$ cat src/rtl/dbgcm_pkg.sv
// Types and constants shared by the distance bar graph colour mapper
`timescale 1ns / 1ps
`default_nettype none

package dbgcm_pkg;

    localparam int unsigned NumLeds     = 16;
    localparam int unsigned LedIdxW     = 4;
    localparam int unsigned DistW       = 16;
    localparam int unsigned LightW      = 12;
    localparam int unsigned LvlW        = 8;
    localparam int unsigned CountW      = 5;     // lit count 0..16
    localparam int unsigned FracW       = 2;     // 1..3 thirds
    localparam int unsigned FacW        = 11;    // brightness factor 96..1119
    localparam int unsigned ProdW       = LvlW + FacW;
    localparam int unsigned QuotW       = 9;
    localparam int unsigned RecipW      = ProdW + 11;

    localparam int unsigned FarLimit    = 50;
    localparam int unsigned NearLimit   = 5;
    localparam int unsigned AllLit      = 16;
    localparam int unsigned LevelStep   = 17;    // k*10000/588 == k*17 for k <= 15
    localparam int unsigned LightOffset = 19;
    localparam int unsigned FactorBase  = 100;
    localparam int unsigned ScaleDiv    = 1000;
    localparam int unsigned LevelMax    = 255;

    // x/1000 ~ (x*1048)>>20, low by at most one over the product range
    localparam int unsigned Div1000Mul  = 1048;
    localparam int unsigned Div1000Sh   = 20;
    // x/3 == (x*683)>>11 exactly for x < 2048
    localparam int unsigned Div3Mul     = 683;
    localparam int unsigned Div3Sh      = 11;
    // x/3 == (x*171)>>9 exactly for 6 bit x
    localparam int unsigned Div3SmMul   = 171;
    localparam int unsigned Div3SmSh    = 9;

    typedef struct packed {
        logic [DistW-1:0]  distance_cm;
        logic [LightW-1:0] light_sample;
    } t_dist_in;

    typedef struct packed {
        logic [LedIdxW-1:0] led_index;
        logic [LvlW-1:0]    green_level;
        logic [LvlW-1:0]    red_level;
        logic [LvlW-1:0]    blue_level;
        logic               last_led;
    } t_led_res;

    // per item parameters out of the front end
    typedef struct packed {
        logic [CountW-1:0] lit;
        logic [LvlW-1:0]   green;
        logic [LvlW-1:0]   red;
        logic [FracW-1:0]  frac;
        logic [FacW-1:0]   factor;
    } t_item_par;

    // one LED before brightness scaling
    typedef struct packed {
        logic [LedIdxW-1:0] idx;
        logic               last;
        logic [LvlW-1:0]    green;
        logic [LvlW-1:0]    red;
        logic [FacW-1:0]    factor;
    } t_led_raw;

endpackage

`default_nettype wire

$ cat src/rtl/dbgcm_prep.sv
// Front end: input register and per item lit count, base levels and brightness
`timescale 1ns / 1ps
`default_nettype none

module dbgcm_prep (
    input  wire logic                 i_clk,
    input  wire logic                 i_rst_n,
    input  wire logic                 start,
    input  wire dbgcm_pkg::t_dist_in  i_item,
    input  wire logic                 i_take,
    output logic                      busy,
    output logic                      o_par_valid,
    output dbgcm_pkg::t_item_par      o_par
);

    logic                   r_s0_v;
    dbgcm_pkg::t_dist_in    r_s0_item;
    logic                   r_s1_v;
    dbgcm_pkg::t_item_par   r_s1_par;

    logic                   s1_free;
    logic                   s0_free;
    logic                   load;

    logic [dbgcm_pkg::DistW-1:0]  distance;
    logic                         near;
    logic                         lit_range;
    logic [5:0]                   d6;
    logic [5:0]                   span;
    logic [13:0]                  span_m;
    logic [13:0]                  d6_m;
    logic [4:0]                   d6_q;
    logic [1:0]                   d6_mod;
    logic [dbgcm_pkg::CountW-1:0] lit;
    logic [3:0]                   gk;
    logic [3:0]                   rk;
    logic [dbgcm_pkg::LightW-1:0] adc;
    logic [dbgcm_pkg::LightW-1:0] adc_off;
    logic [dbgcm_pkg::FacW-1:0]   factor;
    dbgcm_pkg::t_item_par         n_s1_par;

    assign s1_free = !r_s1_v || i_take;
    assign s0_free = !r_s0_v || s1_free;
    assign busy    = !s0_free;
    assign load    = start && s0_free;

    always_comb begin
        distance  = r_s0_item.distance_cm;
        near      = distance < dbgcm_pkg::DistW'(dbgcm_pkg::NearLimit);
        lit_range = !near && (distance <= dbgcm_pkg::DistW'(dbgcm_pkg::FarLimit));
        d6        = distance[5:0];
        span      = 6'(dbgcm_pkg::FarLimit) - d6;
        span_m    = 14'(span) * 14'(dbgcm_pkg::Div3SmMul);
        d6_m      = 14'(d6) * 14'(dbgcm_pkg::Div3SmMul);
        d6_q      = 5'(d6_m >> dbgcm_pkg::Div3SmSh);
        // remainder only matters when the distance is at most 50
        d6_mod    = 2'(d6 - 6'(3) * 6'(d6_q));

        if (lit_range) begin
            lit = dbgcm_pkg::CountW'(span_m >> dbgcm_pkg::Div3SmSh) + 5'd1;
        end else if (near) begin
            lit = dbgcm_pkg::CountW'(dbgcm_pkg::AllLit);
        end else begin
            lit = '0;
        end

        gk = 4'(5'(dbgcm_pkg::AllLit) - lit);
        rk = 4'(lit - 5'd1);

        adc = r_s0_item.light_sample;
        // truncation toward zero on the dim side
        if (adc >= dbgcm_pkg::LightW'(dbgcm_pkg::LightOffset)) begin
            adc_off = adc - dbgcm_pkg::LightW'(dbgcm_pkg::LightOffset);
            factor  = dbgcm_pkg::FacW'(dbgcm_pkg::FactorBase)
                      + dbgcm_pkg::FacW'(adc_off >> 2);
        end else begin
            adc_off = dbgcm_pkg::LightW'(dbgcm_pkg::LightOffset) - adc;
            factor  = dbgcm_pkg::FacW'(dbgcm_pkg::FactorBase)
                      - dbgcm_pkg::FacW'(adc_off >> 2);
        end

        n_s1_par.lit    = lit;
        n_s1_par.green  = (lit == '0) ? '0
                          : dbgcm_pkg::LvlW'(8'(gk) * 8'(dbgcm_pkg::LevelStep));
        n_s1_par.red    = (lit == '0) ? '0
                          : dbgcm_pkg::LvlW'(8'(rk) * 8'(dbgcm_pkg::LevelStep));
        n_s1_par.frac   = 2'd3 - d6_mod;
        n_s1_par.factor = factor;
    end

    always_ff @(posedge i_clk) begin
        if (!i_rst_n) begin
            r_s0_v <= 1'b0;
            r_s1_v <= 1'b0;
        end else begin
            if (s0_free) begin
                r_s0_v <= load;
            end
            if (s1_free) begin
                r_s1_v <= r_s0_v;
            end
        end
    end

    always_ff @(posedge i_clk) begin
        if (load) begin
            r_s0_item <= i_item;
        end
        if (s1_free) begin
            r_s1_par <= n_s1_par;
        end
    end

    assign o_par_valid = r_s1_v;
    assign o_par       = r_s1_par;

endmodule

`default_nettype wire

$ cat src/rtl/dbgcm_seq.sv
// LED sequencer: walks the strip one LED per cycle and picks the raw levels
`timescale 1ns / 1ps
`default_nettype none

module dbgcm_seq (
    input  wire logic                  i_clk,
    input  wire logic                  i_rst_n,
    input  wire logic                  i_par_valid,
    input  wire dbgcm_pkg::t_item_par  i_par,
    output logic                       o_take,
    output logic                       o_raw_valid,
    output dbgcm_pkg::t_led_raw        o_raw
);

    localparam logic [dbgcm_pkg::LedIdxW-1:0] LastIdx =
        dbgcm_pkg::LedIdxW'(dbgcm_pkg::NumLeds - 1);

    logic                               r_act;
    logic [dbgcm_pkg::LedIdxW-1:0]      r_cnt;
    logic [dbgcm_pkg::CountW-1:0]       r_lit;
    logic [dbgcm_pkg::LvlW-1:0]         r_g;
    logic [dbgcm_pkg::LvlW-1:0]         r_r;
    logic [dbgcm_pkg::LvlW-1:0]         r_gl;
    logic [dbgcm_pkg::LvlW-1:0]         r_rl;
    logic [dbgcm_pkg::FacW-1:0]         r_f;
    logic                               r_raw_v;
    dbgcm_pkg::t_led_raw                r_raw;

    logic [9:0]                         g_x;
    logic [9:0]                         r_x;
    logic [20:0]                        g_m;
    logic [20:0]                        r_m;
    logic [dbgcm_pkg::LvlW-1:0]         g_last;
    logic [dbgcm_pkg::LvlW-1:0]         r_last;
    logic [dbgcm_pkg::CountW-1:0]       pos;
    dbgcm_pkg::t_led_raw                n_raw;

    assign o_take = i_par_valid && (!r_act || (r_cnt == LastIdx));

    // last lit LED: level * frac / 3, frac in 1..3
    always_comb begin
        g_x = (i_par.frac == 2'd2) ? {1'b0, i_par.green, 1'b0} : {2'b00, i_par.green};
        r_x = (i_par.frac == 2'd2) ? {1'b0, i_par.red, 1'b0} : {2'b00, i_par.red};
        g_m = 21'(g_x) * 21'(dbgcm_pkg::Div3Mul);
        r_m = 21'(r_x) * 21'(dbgcm_pkg::Div3Mul);
        g_last = (i_par.frac == 2'd3) ? i_par.green
                 : dbgcm_pkg::LvlW'(g_m >> dbgcm_pkg::Div3Sh);
        r_last = (i_par.frac == 2'd3) ? i_par.red
                 : dbgcm_pkg::LvlW'(r_m >> dbgcm_pkg::Div3Sh);
    end

    always_comb begin
        pos          = dbgcm_pkg::CountW'(r_cnt) + 5'd1;
        n_raw.idx    = r_cnt;
        n_raw.last   = (r_cnt == LastIdx);
        n_raw.factor = r_f;
        if (pos < r_lit) begin
            n_raw.green = r_g;
            n_raw.red   = r_r;
        end else if (pos == r_lit) begin
            n_raw.green = r_gl;
            n_raw.red   = r_rl;
        end else begin
            n_raw.green = '0;
            n_raw.red   = '0;
        end
    end

    always_ff @(posedge i_clk) begin
        if (!i_rst_n) begin
            r_act   <= 1'b0;
            r_cnt   <= '0;
            r_raw_v <= 1'b0;
        end else begin
            r_raw_v <= r_act;
            if (o_take) begin
                r_act <= 1'b1;
                r_cnt <= '0;
            end else if (r_act) begin
                if (r_cnt == LastIdx) begin
                    r_act <= 1'b0;
                end
                r_cnt <= r_cnt + 1'b1;
            end
        end
    end

    always_ff @(posedge i_clk) begin
        if (o_take) begin
            r_lit <= i_par.lit;
            r_g   <= i_par.green;
            r_r   <= i_par.red;
            r_gl  <= g_last;
            r_rl  <= r_last;
            r_f   <= i_par.factor;
        end
        r_raw <= n_raw;
    end

    assign o_raw_valid = r_raw_v;
    assign o_raw       = r_raw;

endmodule

`default_nettype wire

$ cat src/rtl/dbgcm_scale.sv
// Brightness scaling pipeline: c*f/1000, keep c when the result exceeds 255
`timescale 1ns / 1ps
`default_nettype none

module dbgcm_scale (
    input  wire logic                 i_clk,
    input  wire logic                 i_rst_n,
    input  wire logic                 i_valid,
    input  wire dbgcm_pkg::t_led_raw  i_raw,
    output logic                      o_valid,
    output dbgcm_pkg::t_led_res       o_res
);

    localparam int unsigned PW = dbgcm_pkg::ProdW;
    localparam int unsigned TW = dbgcm_pkg::RecipW;
    localparam int unsigned QW = dbgcm_pkg::QuotW;
    localparam int unsigned LW = dbgcm_pkg::LvlW;

    // channel 0 green, channel 1 red
    logic                           r1_v;
    logic [dbgcm_pkg::LedIdxW-1:0]  r1_idx;
    logic                           r1_last;
    logic [LW-1:0]                  r1_c [2];
    logic [PW-1:0]                  r1_p [2];

    logic                           r2_v;
    logic [dbgcm_pkg::LedIdxW-1:0]  r2_idx;
    logic                           r2_last;
    logic [LW-1:0]                  r2_c [2];
    logic [PW-1:0]                  r2_p [2];
    logic [QW-1:0]                  r2_q [2];

    logic                           r3_v;
    dbgcm_pkg::t_led_res            r3_res;

    logic [TW-1:0]                  recip [2];
    logic [PW-1:0]                  rem   [2];
    logic [QW-1:0]                  quot  [2];
    logic [LW-1:0]                  lvl   [2];

    always_comb begin
        for (int k = 0; k < 2; k++) begin
            recip[k] = TW'(r1_p[k]) * TW'(dbgcm_pkg::Div1000Mul);
            // estimate is at most one low
            rem[k]   = r2_p[k] - PW'(r2_q[k]) * PW'(dbgcm_pkg::ScaleDiv);
            quot[k]  = (rem[k] >= PW'(dbgcm_pkg::ScaleDiv)) ? r2_q[k] + 1'b1 : r2_q[k];
            lvl[k]   = (quot[k] <= QW'(dbgcm_pkg::LevelMax)) ? LW'(quot[k]) : r2_c[k];
        end
    end

    always_ff @(posedge i_clk) begin
        if (!i_rst_n) begin
            r1_v <= 1'b0;
            r2_v <= 1'b0;
            r3_v <= 1'b0;
        end else begin
            r1_v <= i_valid;
            r2_v <= r1_v;
            r3_v <= r2_v;
        end
    end

    always_ff @(posedge i_clk) begin
        r1_idx  <= i_raw.idx;
        r1_last <= i_raw.last;
        r1_c[0] <= i_raw.green;
        r1_c[1] <= i_raw.red;
        r1_p[0] <= PW'(i_raw.green) * PW'(i_raw.factor);
        r1_p[1] <= PW'(i_raw.red) * PW'(i_raw.factor);

        r2_idx  <= r1_idx;
        r2_last <= r1_last;
        for (int k = 0; k < 2; k++) begin
            r2_c[k] <= r1_c[k];
            r2_p[k] <= r1_p[k];
            r2_q[k] <= QW'(recip[k] >> dbgcm_pkg::Div1000Sh);
        end

        r3_res.led_index   <= r2_idx;
        r3_res.green_level <= lvl[0];
        r3_res.red_level   <= lvl[1];
        r3_res.blue_level  <= '0;
        r3_res.last_led    <= r2_last;
    end

    assign o_valid = r3_v;
    assign o_res   = r3_res;

endmodule

`default_nettype wire

$ cat src/rtl/distance_bar_graph_colour_mapper.sv
// Top level of the distance bar graph colour mapper
//
//  Port group        Dir  Handshake                      Content
//  start / i_item    in   transfer when start && !busy   distance and light sample
//  o_strobe/o_result out  one cycle per strobe, no stall one LED: index, G, R, B, last
//
// Each input item yields 16 results, one per cycle, LED 0 first, at the rate
// set by the LED sequencer that walks the strip. An item's LED 0 passes the
// input and parameter registers, the sequencer and the scaler to the outputs.
// Two items can wait in front of the sequencer; busy rises only when both
// are taken. Results never stall and run back to back when the next item waits.
// Synchronous active-low reset clears all valid state; no clearing pass.
`timescale 1ns / 1ps
`default_nettype none

module distance_bar_graph_colour_mapper (
    input  wire logic                 i_clk,
    input  wire logic                 i_rst_n,
    input  wire logic                 start,
    input  wire dbgcm_pkg::t_dist_in  i_item,
    output logic                      busy,
    output logic                      o_strobe,
    output dbgcm_pkg::t_led_res       o_result
);

    logic                   par_valid;
    dbgcm_pkg::t_item_par   par;
    logic                   take;
    logic                   raw_valid;
    dbgcm_pkg::t_led_raw    raw;

    dbgcm_prep u_prep (
        .i_clk       (i_clk),
        .i_rst_n     (i_rst_n),
        .start       (start),
        .i_item      (i_item),
        .i_take      (take),
        .busy        (busy),
        .o_par_valid (par_valid),
        .o_par       (par)
    );

    dbgcm_seq u_seq (
        .i_clk       (i_clk),
        .i_rst_n     (i_rst_n),
        .i_par_valid (par_valid),
        .i_par       (par),
        .o_take      (take),
        .o_raw_valid (raw_valid),
        .o_raw       (raw)
    );

    dbgcm_scale u_scale (
        .i_clk   (i_clk),
        .i_rst_n (i_rst_n),
        .i_valid (raw_valid),
        .i_raw   (raw),
        .o_valid (o_strobe),
        .o_res   (o_result)
    );

endmodule

`default_nettype wire

$ cat config.mk
export PLATFORM = sky130hd
export DESIGN_NAME = distance_bar_graph_colour_mapper
export DESIGN_NICKNAME = d
export VERILOG_FILES = /design/src/rtl/dbgcm_pkg.sv /design/src/rtl/dbgcm_prep.sv /design/src/rtl/dbgcm_seq.sv /design/src/rtl/dbgcm_scale.sv /design/src/rtl/distance_bar_graph_colour_mapper.sv
export SDC_FILE = /design/constraint.sdc
export NUM_CORES = 1
export LEC_CHECK = 0
export ABC_AREA = 1
export ABC_CLOCK_PERIOD_IN_PS = 9400
export BUFFER_PORTS_ARGS = -buffer_cell sky130_fd_sc_hd__buf_2
export CORE_ASPECT_RATIO = 0.75
export CORE_MARGIN = 3
export CORE_UTILIZATION = 65
export CTS_CLUSTER_DIAMETER = 120
export CTS_CLUSTER_SIZE = 40
export DETAILED_ROUTE_END_ITERATION = 7
export PLACE_DENSITY = 0.82
export SKIP_CTS_REPAIR_TIMING = 1
export SYNTH_ARGS = -nofsm -noshare
export SYNTH_HDL_FRONTEND = slang
export SYNTH_SLANG_ARGS = --single-unit
$ cat constraint.sdc
create_clock -name i_clk -period 9.4 [get_ports i_clk]
set_input_delay 1.88 -clock i_clk [delete_from_list [all_inputs] [get_ports i_clk]]
set_output_delay 1.88 -clock i_clk [all_outputs]
set_load 0.005 [all_outputs]
== Yosys cells after proc, flatten, opt, wreduce, memory -nomap -nowiden ==
Memories as Yosys holds them, arrays and structs flattened.
Index checks and enable logic that the tools add are counted.
W data, S select, Z words.

* Register bits: 184
* Logic and storage cells: 110
* Output and inout bits: 31
* Memories: 5
* Bits in writable memories: 126

{| class="wikitable"
|+ Memory list
! name !! depth !! width !! read ports !! clocked after memory_dff !! write ports !! line !! source
|-
| u_scale.r1_p || 2 || 19 || 2 || 0 || 2 || dbgcm_scale.sv:24 || <nowiki>logic [PW-1:0] r1_p [2];</nowiki>
|-
| u_scale.r2_p || 2 || 19 || 2 || 0 || 2 || dbgcm_scale.sv:30 || <nowiki>logic [PW-1:0] r2_p [2];</nowiki>
|-
| u_scale.r2_q || 2 || 9 || 2 || 0 || 2 || dbgcm_scale.sv:31 || <nowiki>logic [QW-1:0] r2_q [2];</nowiki>
|-
| u_scale.r1_c || 2 || 8 || 2 || 0 || 2 || dbgcm_scale.sv:23 || <nowiki>logic [LW-1:0] r1_c [2];</nowiki>
|-
| u_scale.r2_c || 2 || 8 || 2 || 0 || 2 || dbgcm_scale.sv:29 || <nowiki>logic [LW-1:0] r2_c [2];</nowiki>
|}

* Eq/ne operators: 4
* Bitwise logic cells: 1
* Multipliers: 13
* Muxes and demuxes: 16
* $add $sub $neg: 16
* Reductions and logical operators: 13
* $lt $le $gt $ge: 8

{| class="wikitable"
|+ Operator list
! operator !! count
|-
| $mul A19 B8 Y26 const B || 2
|-
| $ge A19 B10 Y1 const B || 2
|-
| $mul A10 B10 Y19 const B || 2
|-
| $mul A8 B11 Y19 || 2
|-
| $sub A19 B19 Y19 || 2
|-
| $mux W9 || 4
|-
| $mul A9 B7 Y16 const B || 2
|-
| $mux W16 || 2
|-
| $mux W8 || 4
|-
| $mul A6 B8 Y14 const B || 2
|-
| $add A9 B1 Y9 const B || 2
|-
| $le A9 B8 Y1 const B || 2
|-
| $le A16 B6 Y1 const B || 1
|-
| $lt A16 B3 Y1 const B || 1
|-
| $mul A4 B5 Y8 const B || 2
|-
| $ge A12 B5 Y1 const B || 1
|-
| $sub A12 B5 Y12 const B || 1
|-
| $sub A5 B12 Y12 const A || 1
|-
| $add A7 B10 Y11 const A || 1
|-
| $mux W11 || 1
|-
| $sub A7 B10 Y11 const A || 1
|-
| $mux W5 || 2
|-
| $sub A6 B6 Y6 const A || 1
|-
| $add A4 B1 Y5 const B || 1
|-
| 18 further kinds || 29
|}

== Depth between registers and ports, before layout ==
An unclocked memory read counts as a cell.

* Depth in word-level cells: 7
* Mapped depth: 36
* Gate-level depth less buffers: 35

== Hierarchy ==
A second synthesis with hierarchy kept.

* Cells, all modules: 3,561
* Area total of the unflattened synthesis: 29,183.0 um2

{| class="wikitable"
|+ By module, submodules not included
! module !! cells each !! area an instance (um2) !! instances !! seq. area each (um2)
|-
| dbgcm_scale || 2,342 || 18,216.2 || 1 || 3,203.1
|-
| dbgcm_seq || 746 || 6,561.3 || 1 || 2,202.1
|-
| dbgcm_prep || 473 || 4,405.5 || 1 || 1,661.6
|}

== Worst setup path before layout ==
OpenSTA, ideal clock, no wires.

* Path type: flip-flop to flip-flop
* Start: memory u_scale.r2_q[0][11] (netlist name)
* End: register u_scale.r3_res, in the netlist u_scale.o_res[14]
* Setup slack: 3,769 ps
* Library setup time: 114 ps
* Period minus slack after synthesis: 5,631 ps
* Arrival: 5,518 ps
* Stages on the path, launching flop included: 36
* Buffers on the path: 1
* Path through: dfxtp_1 inv_1 fa_1 fa_1 inv_1 fa_1 inv_1 fa_1 inv_1 ha_1 nand2_1 o21ai_0 a21oi_1 inv_1 a21oi_1 o21bai_1 nand2_1 nand2_1 a21o_1 nand2_1 nand2_1 ha_1 a21o_1 nor2_1 nand2_1 inv_1 nand2_1 nand3_1 nand2_1 nor2_1 nand4_4 nand2_2 nand2_4 buf_8 nand2_1 o21ai_2

{| class="wikitable"
|+ RTL lines
! what !! line !! source
|-
| from (decl) || dbgcm_scale.sv:31 ||
|-
| to (decl) || dbgcm_scale.sv:34 || <nowiki>dbgcm_pkg::t_led_res r3_res;</nowiki>
|}

==> metrics.md <==
| Metric | Value |
|---|---|
| Core area | 41500 sq um |
| Post-synth EDFFs | 94 |
| Number of port buffers | 53 |
| Die H | 185 um |
| Clock sinks | 288 |
| FF+latch area | 6710 sq um |
| Antenna viol nets, final | 0 |
| Routed length per instance | 15.0 um |
| Post-synthesis sequential area ratio | 24.1% |
| Most common cell on crit path | nand2_1 |
| First-pass GRT wire length | 100 mm |
| Post-route DRC | 0 |
| Synthesized area per cell | 8.26 sq um |
| Met1 wire length | 27.2 mm |
| Final worst path period need | 6200 ps |
| Starting density of the core | 67.0% |
| GRT Total Usage | 26.4% |
| Hold Crit Class | reg -> reg |
| CTS Buffer Depth | 3 |
| Vias | 21200 |
| Cell with the most instances after synthesis | inv_1 |
| # setup viols final | 0 |
| Antenna fix cells | 0 |
| Synth cell count leaders | 794 x inv_1, 711 x nand2_1, 441 x ha_1, 234 x fa_1, 194 x dfxtp_1 |
| CTS Buf Count | 11 |
| Share of the synthesized area in the top cell type | 19.9% |
| H-tree levels | 1 |
| Max Clk Rate | 161 MHz |
| Slew Viols, Final | 0 |
| # IOs | 62 |
| Vias in the first global route | 21700 |
| RSZ-0062 raised after global routing | false |
| Final Skew | 22.7 ps |
| Synth async-reset ratio | 0% |
| Max_cap viols | 0 |
| Status | completed |
| Root buffer cell | clkbuf_16 |
| Slew @ Worst Pin | 1050 ps |
| Hold Fails Final Rpt | 0 |
| Startpoint Class | flip-flop |
| Layout cells sized above 1 | 3.87% |
| Final net count | 4084 |
| Met2 routed WL | 27.4 mm |
| Required time worst endpoint | 9830 ps |
| Fill count | 3284 |
| Setup TNS Final | 0 ps |
| Vias/cell | 5.38 |
| Final Cycle Share | 66.0% |
| Slowest CP cell | fa_1 |
| Grt ovf | 0 |
| Cells after Synth | 3361 |
| Multi-input logic area | 17800 sq um |
| Synthesized area | 27800 sq um |
| Routed wl met3 | 3.08 mm |
| Ys flop type | dfxtp_1 |
| Routed WL | 59.0 mm |
| Largest net degree at the start of global routing | 42 |
| Worst EP arrival | 6640 ps |
| Die width | 245 um |
| Slew margin rel. | 30.1% |
| Initial antenna violation count | 0 |
| Starting DRT DRC Count | 1370 |
| Layout area overhead | 3.84% |
| CP peak stage delay | 530 ps |
| Post-synth top area cell | ha_1 |
| Final GP Congestion | 0.913 |
| Largest cells by area after synthesis | ha_1 20%, fa_1 17%, dfxtp_1 14% |
| Total die area | 45300 sq um |
| Post-DP HPWL | 49.0 mm |
| Num rows | 64 |
| Synth warnings | 0 |
| Top Metal Used | met4 |
| Worst setup EP type | flip-flop |
| Post-synthesis cell type count | 54 |
| Worst skew pair latency | 510 ps |
| Critical path type | reg -> reg |
| CTS clk-pin slew, worst paths | 140 ps |
| Worst-path maximum fanout | 15 |
| Yosys reg bits | 288 |
| Detailed-router iteration count before antenna repair | 6 |
| CTS tree | done |
[final timing paths]
path                            start                end  slack [ps]  cells past startpoint
setup / recovery  u_scale.r2_q[0][11]  u_scale.o_res[16]        3200                     31
hold / removal      u_scale.r1_idx[3]  u_scale.r2_idx[3]         340                      0
setup reg to reg  u_scale.r2_q[0][11]  u_scale.o_res[16]        3200                     31
hold reg to reg     u_scale.r1_idx[3]  u_scale.r2_idx[3]         340                      0
[registers in the layout, summed over array words and instances (netlist names), 5 cells and up]
| register | cells |
|---|---|
| u_seq.r_gl | 8 |
| u_scale.r2_q | 18 |
| u_seq.o_raw | 32 |
| u_scale.r1_p | 38 |
| u_scale.r2_c | 16 |
| u_seq.r_lit | 5 |
| u_prep.o_par | 26 |
| u_prep.adc | 12 |
| u_scale.o_res | 21 |
| u_scale.r1_c | 16 |
| u_seq.r_rl | 8 |
| u_seq.r_f | 11 |
| u_prep.distance | 16 |
| u_scale.r2_p | 32 |
[stage by stage]
step | cell area, sq um | setup WS, ps | hold slack (ps) | std cells | utilization (%)
after global routing | 28800 | 2660 | 331 | 3943 | 69.5
after global placement | 28500 | 3430 | 310 | 3926 | 68.7
after detailed placement | 28500 | 3260 | 312 | 3926 | 68.7
final | 28800 | 3200 | 336 | 3943 | 69.5
after CTS | 28800 | 3240 | 332 | 3943 | 69.5
after floorplan | 27800 | 3770 | 310 | 3368 | -
[final cells by class]
type / count / area share, %
Inverter: 801 / 10.4
Multi-Input combinational cell: 2221 / 61.8
Tap cell: 561 / 2.43
Sequential cell: 288 / 23.3
Timing Repair Buffer: 55 / 0.972
Clock inverter: 3 / 0.139
Clock buffer: 14 / 0.993
[layout by cell type, fill, tap and decap left out, types with 53 or more instances in the layout]
cell and n:
a21oi_1 152, buf_2 53, dfxtp_1 194, edfxtp_1 94, fa_1 234, ha_1 441, inv_1 794, nand2_1 711
nand3_1 110, nor2_1 135, o21ai_0 84, xor2_1 89
[routing by layer]
metal / up-vias / track usage (%)
met1: 9975 / 36.5
met3: 120 / 2.56
met4: 0 / 6.61
met2: 611 / 45.3
li1: 10500 / -
met5: - / 0
[cells by family (layout without fill, tap and decap cells)]
kind of cell / after synthesis / in the layout / synth area share [%]
and+or+nand+nor: 1085 / 1085 / 16.7
other: 1 / 8 / 0.0135
adders and majority gates: 675 / 675 / 36.7
xor gates and xnor gates: 125 / 125 / 3.94
AOI/OAI and AO/OA: 328 / 328 / 6.69
buffers and inverters: 859 / 873 / 11.8
DFF: 288 / 288 / 24.1
[worst max-delay path: cells and delay by family (launching register included)]
family,cells,cell delay (ps)
adder cells (fa/ha/maj),6,2740
flip-flops,1,500
buffers and inverters,5,380
AND/OR/NAND/NOR,13,1640
AO/OA/AOI/OAI,7,860
Power is left out: the tool's default activity adds up to more than one toggle a clock period on the data nets, which glitch-free logic cannot reach.
